$ cat src/rtl/alm_pkg.sv
package alm_pkg;

  // Field and state widths
  localparam int SAMPLE_W = 12;
  localparam int TIME_W   = 32;
  localparam int LEVEL_W  = 28;
  localparam int LVL_W    = 12;
  localparam int LIT_W    = 7;
  localparam int BRIGHT_W = 8;
  localparam int HUE_W    = 8;
  localparam int ADDR_W   = 4;
  localparam int DATA_W   = 32;

  // Default strip length
  localparam int BAR_LEDS_DEF = 64;

  // Level extremes
  localparam logic [LVL_W-1:0] LVL_TOP = 12'd4095;
  localparam logic [LVL_W-1:0] LVL_BOT = 12'd0;

  // Meter modes
  localparam logic [1:0] MODE_BAR   = 2'd0;
  localparam logic [1:0] MODE_PULSE = 2'd1;
  localparam logic [1:0] MODE_RANGE = 2'd2;

  // Register indexes
  localparam logic [1:0] REG_MODE   = 2'd0;
  localparam logic [1:0] REG_WEIGHT = 2'd1;
  localparam logic [1:0] REG_PERIOD = 2'd2;
  localparam logic [1:0] REG_RANGE  = 2'd3;

  // Register reset values
  localparam logic [1:0]  MODE_RST   = MODE_RANGE;
  localparam logic [15:0] WEIGHT_RST = 16'd3277;
  localparam logic [15:0] PERIOD_RST = 16'd3000;
  localparam logic [11:0] RANGE_RST  = 12'd25;

  typedef struct packed {
    logic [SAMPLE_W-1:0] sample;
    logic [TIME_W-1:0]   now_ms;
  } in_item_t;

  typedef struct packed {
    logic [LIT_W-1:0]    lit_count;
    logic [BRIGHT_W-1:0] level_brightness;
    logic [HUE_W-1:0]    hue_base;
    logic                range_valid;
  } out_item_t;

  typedef struct packed {
    logic [1:0]  meter_mode;
    logic [15:0] smoothing_weight;
    logic [15:0] calibrate_period_ms;
    logic [11:0] min_valid_range;
  } cfg_t;

  typedef enum logic [2:0] {
    S_IDLE,
    S_MUL,
    S_LEVEL,
    S_MAP,
    S_SCALE,
    S_DIV_GO,
    S_DIV_WAIT,
    S_DONE
  } state_t;

  // Commands from the controller to the datapath
  typedef struct packed {
    logic load_in;
    logic mul;
    logic level;
    logic map;
    logic scale;
    logic div_start;
    logic out_load;
  } dp_cmd_t;

  // Status from the datapath to the controller
  typedef struct packed {
    logic div_busy;
    logic out_free;
  } dp_status_t;

endpackage

$ cat src/rtl/alm_div.sv
module alm_div #(
  parameter int DW = 20,
  parameter int VW = 12
) (
  input  logic          clk,
  input  logic          rst_n,
  input  logic          start,
  input  logic [DW-1:0] dividend,
  input  logic [VW-1:0] divisor,
  output logic          busy,
  output logic [DW-1:0] quotient
);

  localparam int CW = $clog2(DW);

  logic [VW-1:0] rem_r, rem_nxt;
  logic [DW-1:0] quo_r, quo_nxt;
  logic [VW-1:0] dvs_r;
  logic [CW-1:0] cnt_r, cnt_nxt;
  logic          busy_r, busy_nxt;
  logic [VW:0]   trial;
  logic [VW:0]   diff;

  // One restoring step: shift in the next dividend bit and try a subtract.
  always_comb begin
    trial    = {rem_r, quo_r[DW-1]};
    diff     = trial - {1'b0, dvs_r};
    rem_nxt  = rem_r;
    quo_nxt  = quo_r;
    cnt_nxt  = cnt_r;
    busy_nxt = busy_r;
    if (start) begin
      rem_nxt  = '0;
      quo_nxt  = dividend;
      cnt_nxt  = '0;
      busy_nxt = 1'b1;
    end else if (busy_r) begin
      if (trial >= {1'b0, dvs_r}) begin
        rem_nxt = diff[VW-1:0];
        quo_nxt = {quo_r[DW-2:0], 1'b1};
      end else begin
        rem_nxt = trial[VW-1:0];
        quo_nxt = {quo_r[DW-2:0], 1'b0};
      end
      if (cnt_r == CW'(DW - 1)) begin
        busy_nxt = 1'b0;
      end else begin
        cnt_nxt = cnt_r + 1'b1;
      end
    end
  end

  // Operand and quotient registers.
  always_ff @(posedge clk) begin
    rem_r <= rem_nxt;
    quo_r <= quo_nxt;
    cnt_r <= cnt_nxt;
    if (start) begin
      dvs_r <= divisor;
    end
  end

  // Busy flag.
  always_ff @(posedge clk) begin
    if (!rst_n) begin
      busy_r <= 1'b0;
    end else begin
      busy_r <= busy_nxt;
    end
  end

  assign busy     = busy_r;
  assign quotient = quo_r;

endmodule

$ cat src/rtl/alm_dp.sv
module alm_dp #(
  parameter int BAR_LEDS = alm_pkg::BAR_LEDS_DEF
) (
  input  logic                clk,
  input  logic                rst_n,
  input  alm_pkg::dp_cmd_t    cmd,
  output alm_pkg::dp_status_t status,
  input  alm_pkg::cfg_t       cfg,
  input  alm_pkg::in_item_t   in_data,
  input  logic                out_stall,
  output logic                out_valid,
  output alm_pkg::out_item_t  out_data
);

  localparam int HALF     = BAR_LEDS / 2;
  localparam int BAR_W    = $clog2(BAR_LEDS + 1);
  localparam int SCW      = (BAR_W > 8) ? BAR_W : 8;
  localparam int DW       = alm_pkg::LVL_W + SCW;
  localparam int LIT_TOP  = (BAR_LEDS > 127) ? 127 : BAR_LEDS;
  localparam int HALF_TOP = (HALF > 127) ? 127 : HALF;

  localparam logic [DW-1:0]  LIT_TOP_Q  = DW'(LIT_TOP);
  localparam logic [DW-1:0]  HALF_TOP_Q = DW'(HALF_TOP);
  localparam logic [DW-1:0]  BRIGHT_Q   = DW'(255);
  localparam logic [SCW-1:0] SCALE_BAR  = SCW'(BAR_LEDS);
  localparam logic [SCW-1:0] SCALE_HALF = SCW'(HALF);
  localparam logic [SCW-1:0] SCALE_PUL  = SCW'(255);
  localparam logic [alm_pkg::LIT_W-1:0] LIT_TOP_L = alm_pkg::LIT_W'(LIT_TOP);

  alm_pkg::in_item_t  in_r;
  alm_pkg::out_item_t out_r, out_nxt;
  logic               out_valid_r, out_valid_nxt;

  logic [alm_pkg::LEVEL_W-1:0] level_r, level_nxt;
  logic [alm_pkg::LEVEL_W-1:0] prod_new_r;
  logic [44:0]                 prod_old_r;
  logic [29:0]                 level_sum;

  logic [alm_pkg::LVL_W-1:0] min_r, min_nxt;
  logic [alm_pkg::LVL_W-1:0] max_r, max_nxt;
  logic                      span_r, span_nxt;
  logic [alm_pkg::TIME_W-1:0] last_r, last_nxt;
  logic [alm_pkg::HUE_W-1:0] hue_r, hue_nxt;

  logic [alm_pkg::LVL_W-1:0] mag_r, mag_nxt;
  logic [alm_pkg::LVL_W-1:0] divisor_r, divisor_nxt;
  logic                      neg_r, neg_nxt;
  logic                      zden_r, zden_nxt;
  logic [DW-1:0]             dividend_r;
  logic [SCW-1:0]            scale;

  logic [alm_pkg::LVL_W-1:0]  lvl;
  logic [alm_pkg::LVL_W-1:0]  min_upd, max_upd, min_fin, max_fin;
  logic [alm_pkg::TIME_W-1:0] elapsed;
  logic                       recal;
  logic signed [12:0]         span;
  logic                       span_ge;
  logic                       num_neg, den_neg;

  logic          div_busy;
  logic [DW-1:0] quotient;
  logic [DW:0]   recip_sum;
  logic [DW-1:0] quo_const;

  // Capture the input item on its transfer.
  always_ff @(posedge clk) begin
    if (cmd.load_in) begin
      in_r <= in_data;
    end
  end

  // Smoothing products: w * sample and (1 - w) * level, both scaled by 2^16.
  always_ff @(posedge clk) begin
    if (cmd.mul) begin
      prod_new_r <= {12'd0, cfg.smoothing_weight} * {16'd0, in_r.sample};
      prod_old_r <= {28'd0, 17'h10000 - {1'b0, cfg.smoothing_weight}} * {17'd0, level_r};
    end
  end

  assign level_sum = {2'b00, prod_new_r} + {1'b0, prod_old_r[44:16]};
  assign level_nxt = cmd.level ? level_sum[alm_pkg::LEVEL_W-1:0] : level_r;
  assign lvl       = level_r[alm_pkg::LEVEL_W-1:16];

  // Running extremes, calibration window and the range mapping operands.
  always_comb begin
    min_upd = (lvl < min_r) ? lvl : min_r;
    max_upd = (lvl > max_r) ? lvl : max_r;
    elapsed = in_r.now_ms - last_r;
    recal   = elapsed >= {16'h0000, cfg.calibrate_period_ms};
    span    = $signed({1'b0, max_upd}) - $signed({1'b0, min_upd});
    span_ge = span >= $signed({1'b0, cfg.min_valid_range});
    min_fin = recal ? alm_pkg::LVL_TOP : min_upd;
    max_fin = recal ? alm_pkg::LVL_BOT : max_upd;
    num_neg = lvl < min_fin;
    den_neg = max_fin < min_fin;

    min_nxt     = min_r;
    max_nxt     = max_r;
    span_nxt    = span_r;
    last_nxt    = last_r;
    hue_nxt     = hue_r;
    mag_nxt     = mag_r;
    divisor_nxt = divisor_r;
    neg_nxt     = neg_r;
    zden_nxt    = zden_r;
    if (cmd.map) begin
      case (cfg.meter_mode)
        alm_pkg::MODE_BAR: begin
          hue_nxt     = hue_r + 8'd2;
          mag_nxt     = lvl;
          divisor_nxt = alm_pkg::LVL_TOP;
          neg_nxt     = 1'b0;
          zden_nxt    = 1'b0;
        end
        alm_pkg::MODE_PULSE: begin
          hue_nxt     = hue_r + 8'd1;
          mag_nxt     = lvl;
          divisor_nxt = alm_pkg::LVL_TOP;
          neg_nxt     = 1'b0;
          zden_nxt    = 1'b0;
        end
        default: begin
          hue_nxt     = hue_r + 8'd1;
          min_nxt     = min_fin;
          max_nxt     = max_fin;
          if (recal) begin
            span_nxt = span_ge;
            last_nxt = in_r.now_ms;
          end
          mag_nxt     = num_neg ? (min_fin - lvl) : (lvl - min_fin);
          divisor_nxt = den_neg ? (min_fin - max_fin) : (max_fin - min_fin);
          neg_nxt     = num_neg ^ den_neg;
          zden_nxt    = max_fin == min_fin;
        end
      endcase
    end
  end

  // Meter state with its reset values.
  always_ff @(posedge clk) begin
    if (!rst_n) begin
      level_r <= '0;
      min_r   <= alm_pkg::LVL_TOP;
      max_r   <= alm_pkg::LVL_BOT;
      span_r  <= 1'b0;
      last_r  <= '0;
      hue_r   <= '0;
    end else begin
      level_r <= level_nxt;
      min_r   <= min_nxt;
      max_r   <= max_nxt;
      span_r  <= span_nxt;
      last_r  <= last_nxt;
      hue_r   <= hue_nxt;
    end
  end

  // Division operands.
  always_ff @(posedge clk) begin
    mag_r     <= mag_nxt;
    divisor_r <= divisor_nxt;
    neg_r     <= neg_nxt;
    zden_r    <= zden_nxt;
  end

  // Scale the numerator by the target full-scale value of the mode.
  always_comb begin
    case (cfg.meter_mode)
      alm_pkg::MODE_BAR:   scale = SCALE_BAR;
      alm_pkg::MODE_PULSE: scale = SCALE_PUL;
      default:             scale = SCALE_HALF;
    endcase
  end

  always_ff @(posedge clk) begin
    if (cmd.scale) begin
      dividend_r <= {{SCW{1'b0}}, mag_r} * {{alm_pkg::LVL_W{1'b0}}, scale};
    end
  end

  alm_div #(
    .DW (DW),
    .VW (alm_pkg::LVL_W)
  ) u_div (
    .clk      (clk),
    .rst_n    (rst_n),
    .start    (cmd.div_start),
    .dividend (dividend_r),
    .divisor  (divisor_r),
    .busy     (div_busy),
    .quotient (quotient)
  );

  // Division by 4095 for the bar and pulse modes: x / (2^12 - 1) equals
  // (x + (x >> 12) + 1) >> 12 while the quotient stays at or below 4096.
  assign recip_sum = {1'b0, dividend_r}
                   + {{(alm_pkg::LVL_W+1){1'b0}}, dividend_r[DW-1:alm_pkg::LVL_W]}
                   + {{DW{1'b0}}, 1'b1};
  assign quo_const = {{(alm_pkg::LVL_W-1){1'b0}}, recip_sum[DW:alm_pkg::LVL_W]};

  // Clamp the quotient into the result fields.
  always_comb begin
    out_nxt                  = out_r;
    out_valid_nxt            = out_valid_r && out_stall;
    if (cmd.out_load) begin
      out_valid_nxt            = 1'b1;
      out_nxt.lit_count        = '0;
      out_nxt.level_brightness = '0;
      out_nxt.hue_base         = hue_r;
      out_nxt.range_valid      = span_r;
      case (cfg.meter_mode)
        alm_pkg::MODE_BAR: begin
          out_nxt.lit_count = (quo_const > LIT_TOP_Q) ? LIT_TOP_L
                                                      : quo_const[alm_pkg::LIT_W-1:0];
        end
        alm_pkg::MODE_PULSE: begin
          out_nxt.level_brightness = (quo_const > BRIGHT_Q) ? 8'hFF
                                                            : quo_const[7:0];
        end
        default: begin
          if (span_r && !zden_r && !neg_r) begin
            out_nxt.lit_count = (quotient > HALF_TOP_Q) ?
                                HALF_TOP_Q[alm_pkg::LIT_W-1:0] :
                                quotient[alm_pkg::LIT_W-1:0];
          end
        end
      endcase
    end
  end

  // Output register, so a waiting result does not hold up the next item.
  always_ff @(posedge clk) begin
    out_r <= out_nxt;
  end

  always_ff @(posedge clk) begin
    if (!rst_n) begin
      out_valid_r <= 1'b0;
    end else begin
      out_valid_r <= out_valid_nxt;
    end
  end

  assign out_valid       = out_valid_r;
  assign out_data        = out_r;
  assign status.div_busy = div_busy;
  assign status.out_free = !out_valid_r || !out_stall;

  // A result is only loaded into a free output register.
  a_load_free: assert property (@(posedge clk) disable iff (!rst_n)
    cmd.out_load |-> (!out_valid_r || !out_stall))
    else $error("result loaded over a pending transfer");

  // The divider is never restarted mid-run.
  a_div_idle: assert property (@(posedge clk) disable iff (!rst_n)
    cmd.div_start |-> !div_busy)
    else $error("divider started while busy");

  // The lit count never exceeds the strip length.
  a_lit_range: assert property (@(posedge clk) disable iff (!rst_n)
    out_valid_r |-> (out_r.lit_count <= LIT_TOP_L))
    else $error("lit count out of range");

  // A stalled result stays valid and unchanged.
  a_hold_stalled: assert property (@(posedge clk) disable iff (!rst_n)
    (out_valid_r && out_stall) |=> (out_valid_r && $stable(out_r)))
    else $error("stalled result changed");

endmodule

$ cat src/rtl/alm_ctrl.sv
module alm_ctrl (
  input  logic                clk,
  input  logic                rst_n,
  input  logic                in_valid,
  output logic                in_stall,
  input  alm_pkg::dp_status_t status,
  output alm_pkg::dp_cmd_t    cmd
);

  alm_pkg::state_t state_r, state_nxt;

  // Next-state logic.
  always_comb begin
    state_nxt = state_r;
    unique case (state_r)
      alm_pkg::S_IDLE:     if (in_valid) state_nxt = alm_pkg::S_MUL;
      alm_pkg::S_MUL:      state_nxt = alm_pkg::S_LEVEL;
      alm_pkg::S_LEVEL:    state_nxt = alm_pkg::S_MAP;
      alm_pkg::S_MAP:      state_nxt = alm_pkg::S_SCALE;
      alm_pkg::S_SCALE:    state_nxt = alm_pkg::S_DIV_GO;
      alm_pkg::S_DIV_GO:   state_nxt = alm_pkg::S_DIV_WAIT;
      alm_pkg::S_DIV_WAIT: if (!status.div_busy) state_nxt = alm_pkg::S_DONE;
      alm_pkg::S_DONE:     if (status.out_free) state_nxt = alm_pkg::S_IDLE;
      default:             state_nxt = alm_pkg::S_IDLE;
    endcase
  end

  // Command outputs.
  always_comb begin
    cmd      = '0;
    in_stall = 1'b1;
    unique case (state_r)
      alm_pkg::S_IDLE: begin
        in_stall    = 1'b0;
        cmd.load_in = in_valid;
      end
      alm_pkg::S_MUL:      cmd.mul       = 1'b1;
      alm_pkg::S_LEVEL:    cmd.level     = 1'b1;
      alm_pkg::S_MAP:      cmd.map       = 1'b1;
      alm_pkg::S_SCALE:    cmd.scale     = 1'b1;
      alm_pkg::S_DIV_GO:   cmd.div_start = 1'b1;
      alm_pkg::S_DIV_WAIT: cmd           = '0;
      alm_pkg::S_DONE:     cmd.out_load  = status.out_free;
      default:             cmd           = '0;
    endcase
  end

  // State register.
  always_ff @(posedge clk) begin
    if (!rst_n) begin
      state_r <= alm_pkg::S_IDLE;
    end else begin
      state_r <= state_nxt;
    end
  end

endmodule

$ cat src/rtl/audio_level_meter_autorange.sv
// Each item passes the multiply, level, map and scale steps and then the bit-serial divider,
// one quotient bit per cycle, before its result is loaded into the output register.
// The next item is taken while a result waits in the output register.
// Reset (rst_n, synchronous, active low) clears the level, min to 4095, max, range flag,
// calibration time and hue, and loads the register defaults (mode 2, weight 3277,
// period 3000 ms, range 25).
module audio_level_meter_autorange #(
  parameter int BAR_LEDS = alm_pkg::BAR_LEDS_DEF
) (
  input  logic                         clk,
  input  logic                         rst_n,
  input  logic                         in_valid,
  output logic                         in_stall,
  input  alm_pkg::in_item_t            in_data,
  output logic                         out_valid,
  input  logic                         out_stall,
  output alm_pkg::out_item_t           out_data,
  input  logic                         psel,
  input  logic                         penable,
  input  logic                         pwrite,
  input  logic [alm_pkg::ADDR_W-1:0]   paddr,
  input  logic [alm_pkg::DATA_W-1:0]   pwdata,
  output logic [alm_pkg::DATA_W-1:0]   prdata,
  output logic                         pready
);

  alm_pkg::cfg_t       cfg_r, cfg_nxt;
  alm_pkg::dp_cmd_t    cmd;
  alm_pkg::dp_status_t status;
  logic                wr_en;
  logic [1:0]          reg_idx;

  assign pready  = 1'b1;
  assign wr_en   = psel && penable && pwrite;
  assign reg_idx = paddr[3:2];

  // Register write decode.
  always_comb begin
    cfg_nxt = cfg_r;
    if (wr_en) begin
      unique case (reg_idx)
        alm_pkg::REG_MODE:   cfg_nxt.meter_mode          = pwdata[1:0];
        alm_pkg::REG_WEIGHT: cfg_nxt.smoothing_weight    = pwdata[15:0];
        alm_pkg::REG_PERIOD: cfg_nxt.calibrate_period_ms = pwdata[15:0];
        alm_pkg::REG_RANGE:  cfg_nxt.min_valid_range     = pwdata[11:0];
        default:             cfg_nxt = cfg_r;
      endcase
    end
  end

  always_ff @(posedge clk) begin
    if (!rst_n) begin
      cfg_r.meter_mode          <= alm_pkg::MODE_RST;
      cfg_r.smoothing_weight    <= alm_pkg::WEIGHT_RST;
      cfg_r.calibrate_period_ms <= alm_pkg::PERIOD_RST;
      cfg_r.min_valid_range     <= alm_pkg::RANGE_RST;
    end else begin
      cfg_r <= cfg_nxt;
    end
  end

  // Register read mux.
  always_comb begin
    unique case (reg_idx)
      alm_pkg::REG_MODE:   prdata = {30'd0, cfg_r.meter_mode};
      alm_pkg::REG_WEIGHT: prdata = {16'd0, cfg_r.smoothing_weight};
      alm_pkg::REG_PERIOD: prdata = {16'd0, cfg_r.calibrate_period_ms};
      alm_pkg::REG_RANGE:  prdata = {20'd0, cfg_r.min_valid_range};
      default:             prdata = '0;
    endcase
  end

  alm_ctrl u_ctrl (
    .clk      (clk),
    .rst_n    (rst_n),
    .in_valid (in_valid),
    .in_stall (in_stall),
    .status   (status),
    .cmd      (cmd)
  );

  alm_dp #(
    .BAR_LEDS (BAR_LEDS)
  ) u_dp (
    .clk       (clk),
    .rst_n     (rst_n),
    .cmd       (cmd),
    .status    (status),
    .cfg       (cfg_r),
    .in_data   (in_data),
    .out_stall (out_stall),
    .out_valid (out_valid),
    .out_data  (out_data)
  );

endmodule
$ cat config.mk
export PLATFORM = sky130hd
export DESIGN_NAME = audio_level_meter_autorange
export DESIGN_NICKNAME = d
export VERILOG_FILES = /design/src/rtl/alm_pkg.sv /design/src/rtl/alm_div.sv /design/src/rtl/alm_dp.sv /design/src/rtl/alm_ctrl.sv /design/src/rtl/audio_level_meter_autorange.sv
export SDC_FILE = /design/constraint.sdc
export NUM_CORES = 2
export LEC_CHECK = 0
export BUFFER_PORTS_ARGS = -buffer_cell sky130_fd_sc_hd__buf_2
export CAP_MARGIN = 10
export CORE_ASPECT_RATIO = 1.4
export CORE_MARGIN = 2
export CORE_UTILIZATION = 30
export CTS_BUF_LIST = sky130_fd_sc_hd__clkbuf_8
export CTS_CLUSTER_SIZE = 24
export DETAILED_ROUTE_END_ITERATION = 6
export GPL_ROUTABILITY_DRIVEN = 0
export PLACE_DENSITY = 0.5
export SYNTH_ARGS = -nofsm -noshare
export SYNTH_HDL_FRONTEND = slang
export SYNTH_SLANG_ARGS = --single-unit
$ cat constraint.sdc
create_clock -name clk -period 13.3 [get_ports clk]
set_clock_uncertainty 0.1 [all_clocks]
set_input_delay 2.66 -clock clk [delete_from_list [all_inputs] [get_ports clk]]
set_output_delay 2.66 -clock clk [all_outputs]
set_load 0.01 [all_outputs]
==> results.md <==
Worst setup path:
- The required time of the critical path is 13.64 ns.
- The register-to-register setup slack is 3.69 ns.
- Counting buffers and inverters, the worst setup path is 28 cells deep.
- The category of the worst setup path launch point is a flop.
- In this run the worst path has a maximum fanout of 28.
- In this run the critical register-to-register path is captured at u_dp.prod_old_r[43].
- Among the stages of the critical path, the cell type that occurs most often is fa_1.
- The nature of the critical path endpoint is a flop.
- The worst register-to-register path begins at cfg_r[30].
- The cell depth of the worst flop-to-flop path is 28.
- Broken down by cell family, the worst path's largest delay share belongs to adder cells.
- In this run the worst setup path begins at cfg_r[30].
- Together, buffers and inverters on the worst path number 4.
- The slowest cell on the critical path is fa_1.
- The data arrival time of the worst path is 9.95 ns.
- For this run, the slowest stage of the critical path takes 0.59 ns.
- The most critical setup path has its endpoint at u_dp.prod_old_r[43].
- The category of the critical setup timing path is flop to flop.

Yosys:
- Of the post-synthesis cell area, the dominant cell type holds 0.263.
- In this run the mean area of a mapped cell was 9.01 um2.
- The yosys synthesis warning count is 0.
- The area fraction in and, or, nand and nor cells after synthesis is 0.165.
- The biggest area contributor in the post-synthesis netlist is fa_1.
- Of the total synthesized cell area, the portion taken by full adders, half adders and majority gates is 0.376.
- The commonest cells after synthesis are inv_1 (834), nand2_1 (826), fa_1 (594).
- Of the total synthesized cell area, the portion taken by XOR and XNOR cells is 0.0325.
- Sorting the synthesized cells by area gives the leading types as fa_1 (26%), edfxtp_1 (13%), ha_1 (11%).
- The mux contribution to synthesized area is 0.0146.
- By area, the combinational part of the netlist is dominated by adder cells.
- The gate count after technology mapping is 5018.
- The most common cell in the synthesized netlist is inv_1.
- The number of distinct standard cells referenced by the synthesized netlist is 83.
- The synthesized-area fraction occupied by ao, oa, aoi and oai cells is 0.113.
- Counting flops and latches in the post-synthesis netlist gives 363.
- The number of flops mapped to enable cells by yosys is between 200 and 250.
- The netlist area before placement is approximately 45000 um2.
- The sequential share of the synthesized area is 0.205.
- The primary flip-flop cell chosen by synthesis mapping is edfxtp_1.
- The fraction of registers with async set or reset after synthesis is 0.

Drt:
- For this block, the initial DRC count from the detailed router was 1676.
- The routed design has 122000 um of wire.
- Across all layers, the routed design uses 33900 vias.
- For this run, the detailed router's first-pass iteration total came to 5.
- In this run the remaining antenna-violating nets after routing total 0.
- The DRC violation count after routing is 0.
- The average routed wire per standard cell is 17.3 um.
- The mean number of vias per cell is around 4.8.

Pwr:
- In this run the power spent charging and discharging nets is approximately 3.5 mW.
- VDD sags by at most 0.000137 V.
- Of the total power, the share spent switching nets is 0.455.
- The proportion of power drawn by combinational gates is 0.624.
- The share of total power dissipated in sequential elements is 0.208.
- Cell internal power was estimated by the tool at 4.23 mW.
- For this design the ratio of total power to cell area is ~160 nW/um2.
- Of the total power, the clock network draws 0.169.
- The static leakage is 22.8 nW.

Finish:
- The filler cells instantiated in the layout total 15800.
- The finished cells cover 49500 um2.
- The synthesis-to-layout area growth is 9.53%.
- In the final design database the tool counted approximately 6100 nets.
- The filler-free cell count of the finished design is 7034.
- Of the cells placed in the final design, the portion with a size suffix greater than 1 is 0.0727.

Global route:
- For this run the aggregate overflow at the end of global routing stands at 0.
- The via count of the first global-routing pass was 36000.
- The global-route wire length before repair is roughly 200000 um.
- Entering global routing, the biggest net connects just under 90 pins.
- The number of antenna violations at the first check in global routing is 1.
- For this run, the total global-route usage over all layers was measured as 0.161.

Placement:
- Summed over all nets, the half-perimeter wirelength after detailed placement is 92900 um.
- The cell count after placement is 6901.
- Port buffering added 110 buffers.
- The cell area reported after detailed placement is 47900 um2.
- Prior to clock tree synthesis, the placed netlist has a worst setup slack of 3.64 ns.

Floorplanning:
- The die span in x is 332 um.
- The vertical die dimension is 463 um.
- The number of core rows is around 170.
- The count of boundary I/O pins is 146.
- In this run the standard cell core region covers 150000 um2.
- The effective utilization at floorplan is 0.302.
- The die covers approximately 150000 um2.

Timing:
- Adding up every negative setup slack in the final design gives 0 ns.
- Setup repair after global routing left no endpoint under its margin.
- Of the available clock period, the critical path in the final layout requires 0.723.
- Setup violations remaining at the end of the flow were counted as 0.
- The max-slew violation count is 0.
- At the pin with the least slew margin, the transition time is 1.18 ns.
- After layout, the minimum clock period comes to 9.61 ns.
- The number of hold-slack violations in the final timing report is 0.
- Derived from the worst setup path, the maximum achievable clock frequency is 104 MHz.
- Setup slack on the critical path of the routed design comes to 3.69 ns.
- Measured against its own limit, the worst slew margin works out to 0.208.
- The worst hold slack after final layout is between 0.3 and 0.4 ns.

Clock network:
- The post-CTS setup repair buffer count is 0.
- The count of H-tree levels built during CTS is 3.
- The clock tree from TritonCTS is done.
- For this design, the sink count on the clock tree is 363.
- The insertion delay of the later-clocked pin in the worst-skew pair is 0.75 ns.
- The number of clock buffers inserted by TritonCTS is 71.
- The clock slew at the register clock pins of the worst setup and hold paths is 0.06 ns.
- The number of buffers inserted for hold repair after clock tree synthesis is 0.
- The maximum root-to-sink buffer count is 3.
- In this run the clock root is driven by a clkbuf_8.
- Once the clock tree was built, the resizer swapped 0 gates to a different size.

Job:
- The max-capacitance violation count is 0.

Hold path:
- The worst hold path begins at u_dp.divisor_r[6].
- The class of the tightest hold or removal check is flop to flop.

Run status:
- The flow ran to the end, and the final reports show no timing, DRC or antenna violations.
## how the worst min path moves through the flow
stage | cells past startpoint | slack [ns] | end
2_1_floorplan | 0 | 0.30 | u_dp.u_div.dvs_r[0]
3_3_place_gp | 0 | 0.30 | u_dp.u_div.dvs_r[0]
3_5_place_dp | 0 | 0.30 | u_dp.u_div.dvs_r[6]
4_1_cts | 0 | 0.32 | u_dp.u_div.dvs_r[6]
5_1_grt | 0 | 0.33 | u_dp.u_div.dvs_r[10]
6_report | 0 | 0.32 | u_dp.u_div.dvs_r[6]
## cells in the final DEF (no fill, tap or decap), drive strengths merged, types with 35 or more instances in the layout
cell and count:
mux2i 48, inv 854, a21o 60, edfxtp 202
clkbuf 82, xnor2 116, nand3 55, nand2 826
ha 408, fa 594, nor3 61, a21oi 138
a2bb2oi 35, dfxtp 161, nor2b 52, o31ai 46
nor2 171, o21ai 116, buf 177, xor2 52
a21boi 55, and2 260, and3 50
## cell families after synthesis
| family | after synthesis |
|---|---|
| adder cells (fa/ha/maj) | 1002 |
| XOR/XNOR | 168 |
| buffers and inverters | 1099 |
| other | 2 |
| multiplexers | 62 |
| AO/OA/AOI/OAI | 720 |
| AND/OR/NAND/NOR | 1602 |
| flip-flops | 363 |
## state kept, by name, summed over array words and instances (netlist names), 12 cells and up
name                 flops
u_dp.u_div.dvs_r        12
u_dp.dividend_r         20
u_dp.out_data           24
u_dp.last_r             32
u_dp.mag_r              12
u_dp.level_r            28
u_dp.in_r               44
u_dp.max_r              12
u_dp.divisor_r          12
u_dp.u_div.quotient     20
cfg_r                   46
u_dp.prod_new_r         28
u_dp.min_r              12
u_dp.prod_old_r         28
u_dp.u_div.rem_r        12
## power groups by stage
stage | clock network, mW | logic, mW | registers [mW]
final | 1.31 | 4.84 | 1.61
after global routing | 1.41 | 5.53 | 1.63
after CTS | 1.36 | 4.95 | 1.62
after detailed placement | 0 | 4.91 | 1.64
after global placement | 0 | 4.86 | 1.64
after floorplan | 0 | 3.67 | 1.53
## layout make-up
type | instances | area [um2] | area share
Multi-Input combinational cell | 3571 | 32000 | 0.645
Clock inverter | 49 | 497 | 0.0100
Tap cell | 1955 | 2450 | 0.0494
Timing Repair Buffer | 177 | 1060 | 0.0213
Antenna cell | 2 | 5.00 | 0.000101
Inverter | 835 | 3130 | 0.0633
Sequential cell | 363 | 9290 | 0.188
Clock buffer | 82 | 1130 | 0.0228
## layer usage
metal | vias up | wire length, um | GRT usage
li1 | 16200 | - | -
met1 | 17000 | 51400 | 0.193
met2 | 571 | 64200 | 0.301
met3 | 156 | 3630 | 0.0162
met4 | 0 | 2830 | 0.0462
met5 | - | 0 | 0
## metrics by stage
stage	util	total power, mW
floorplan	-	5.20
global placement	0.320	6.50
detailed placement	0.320	6.55
CTS	0.331	7.93
global route	0.331	8.57
finish	0.331	7.77
No activity file was read; power rests on OpenSTA's default activity.
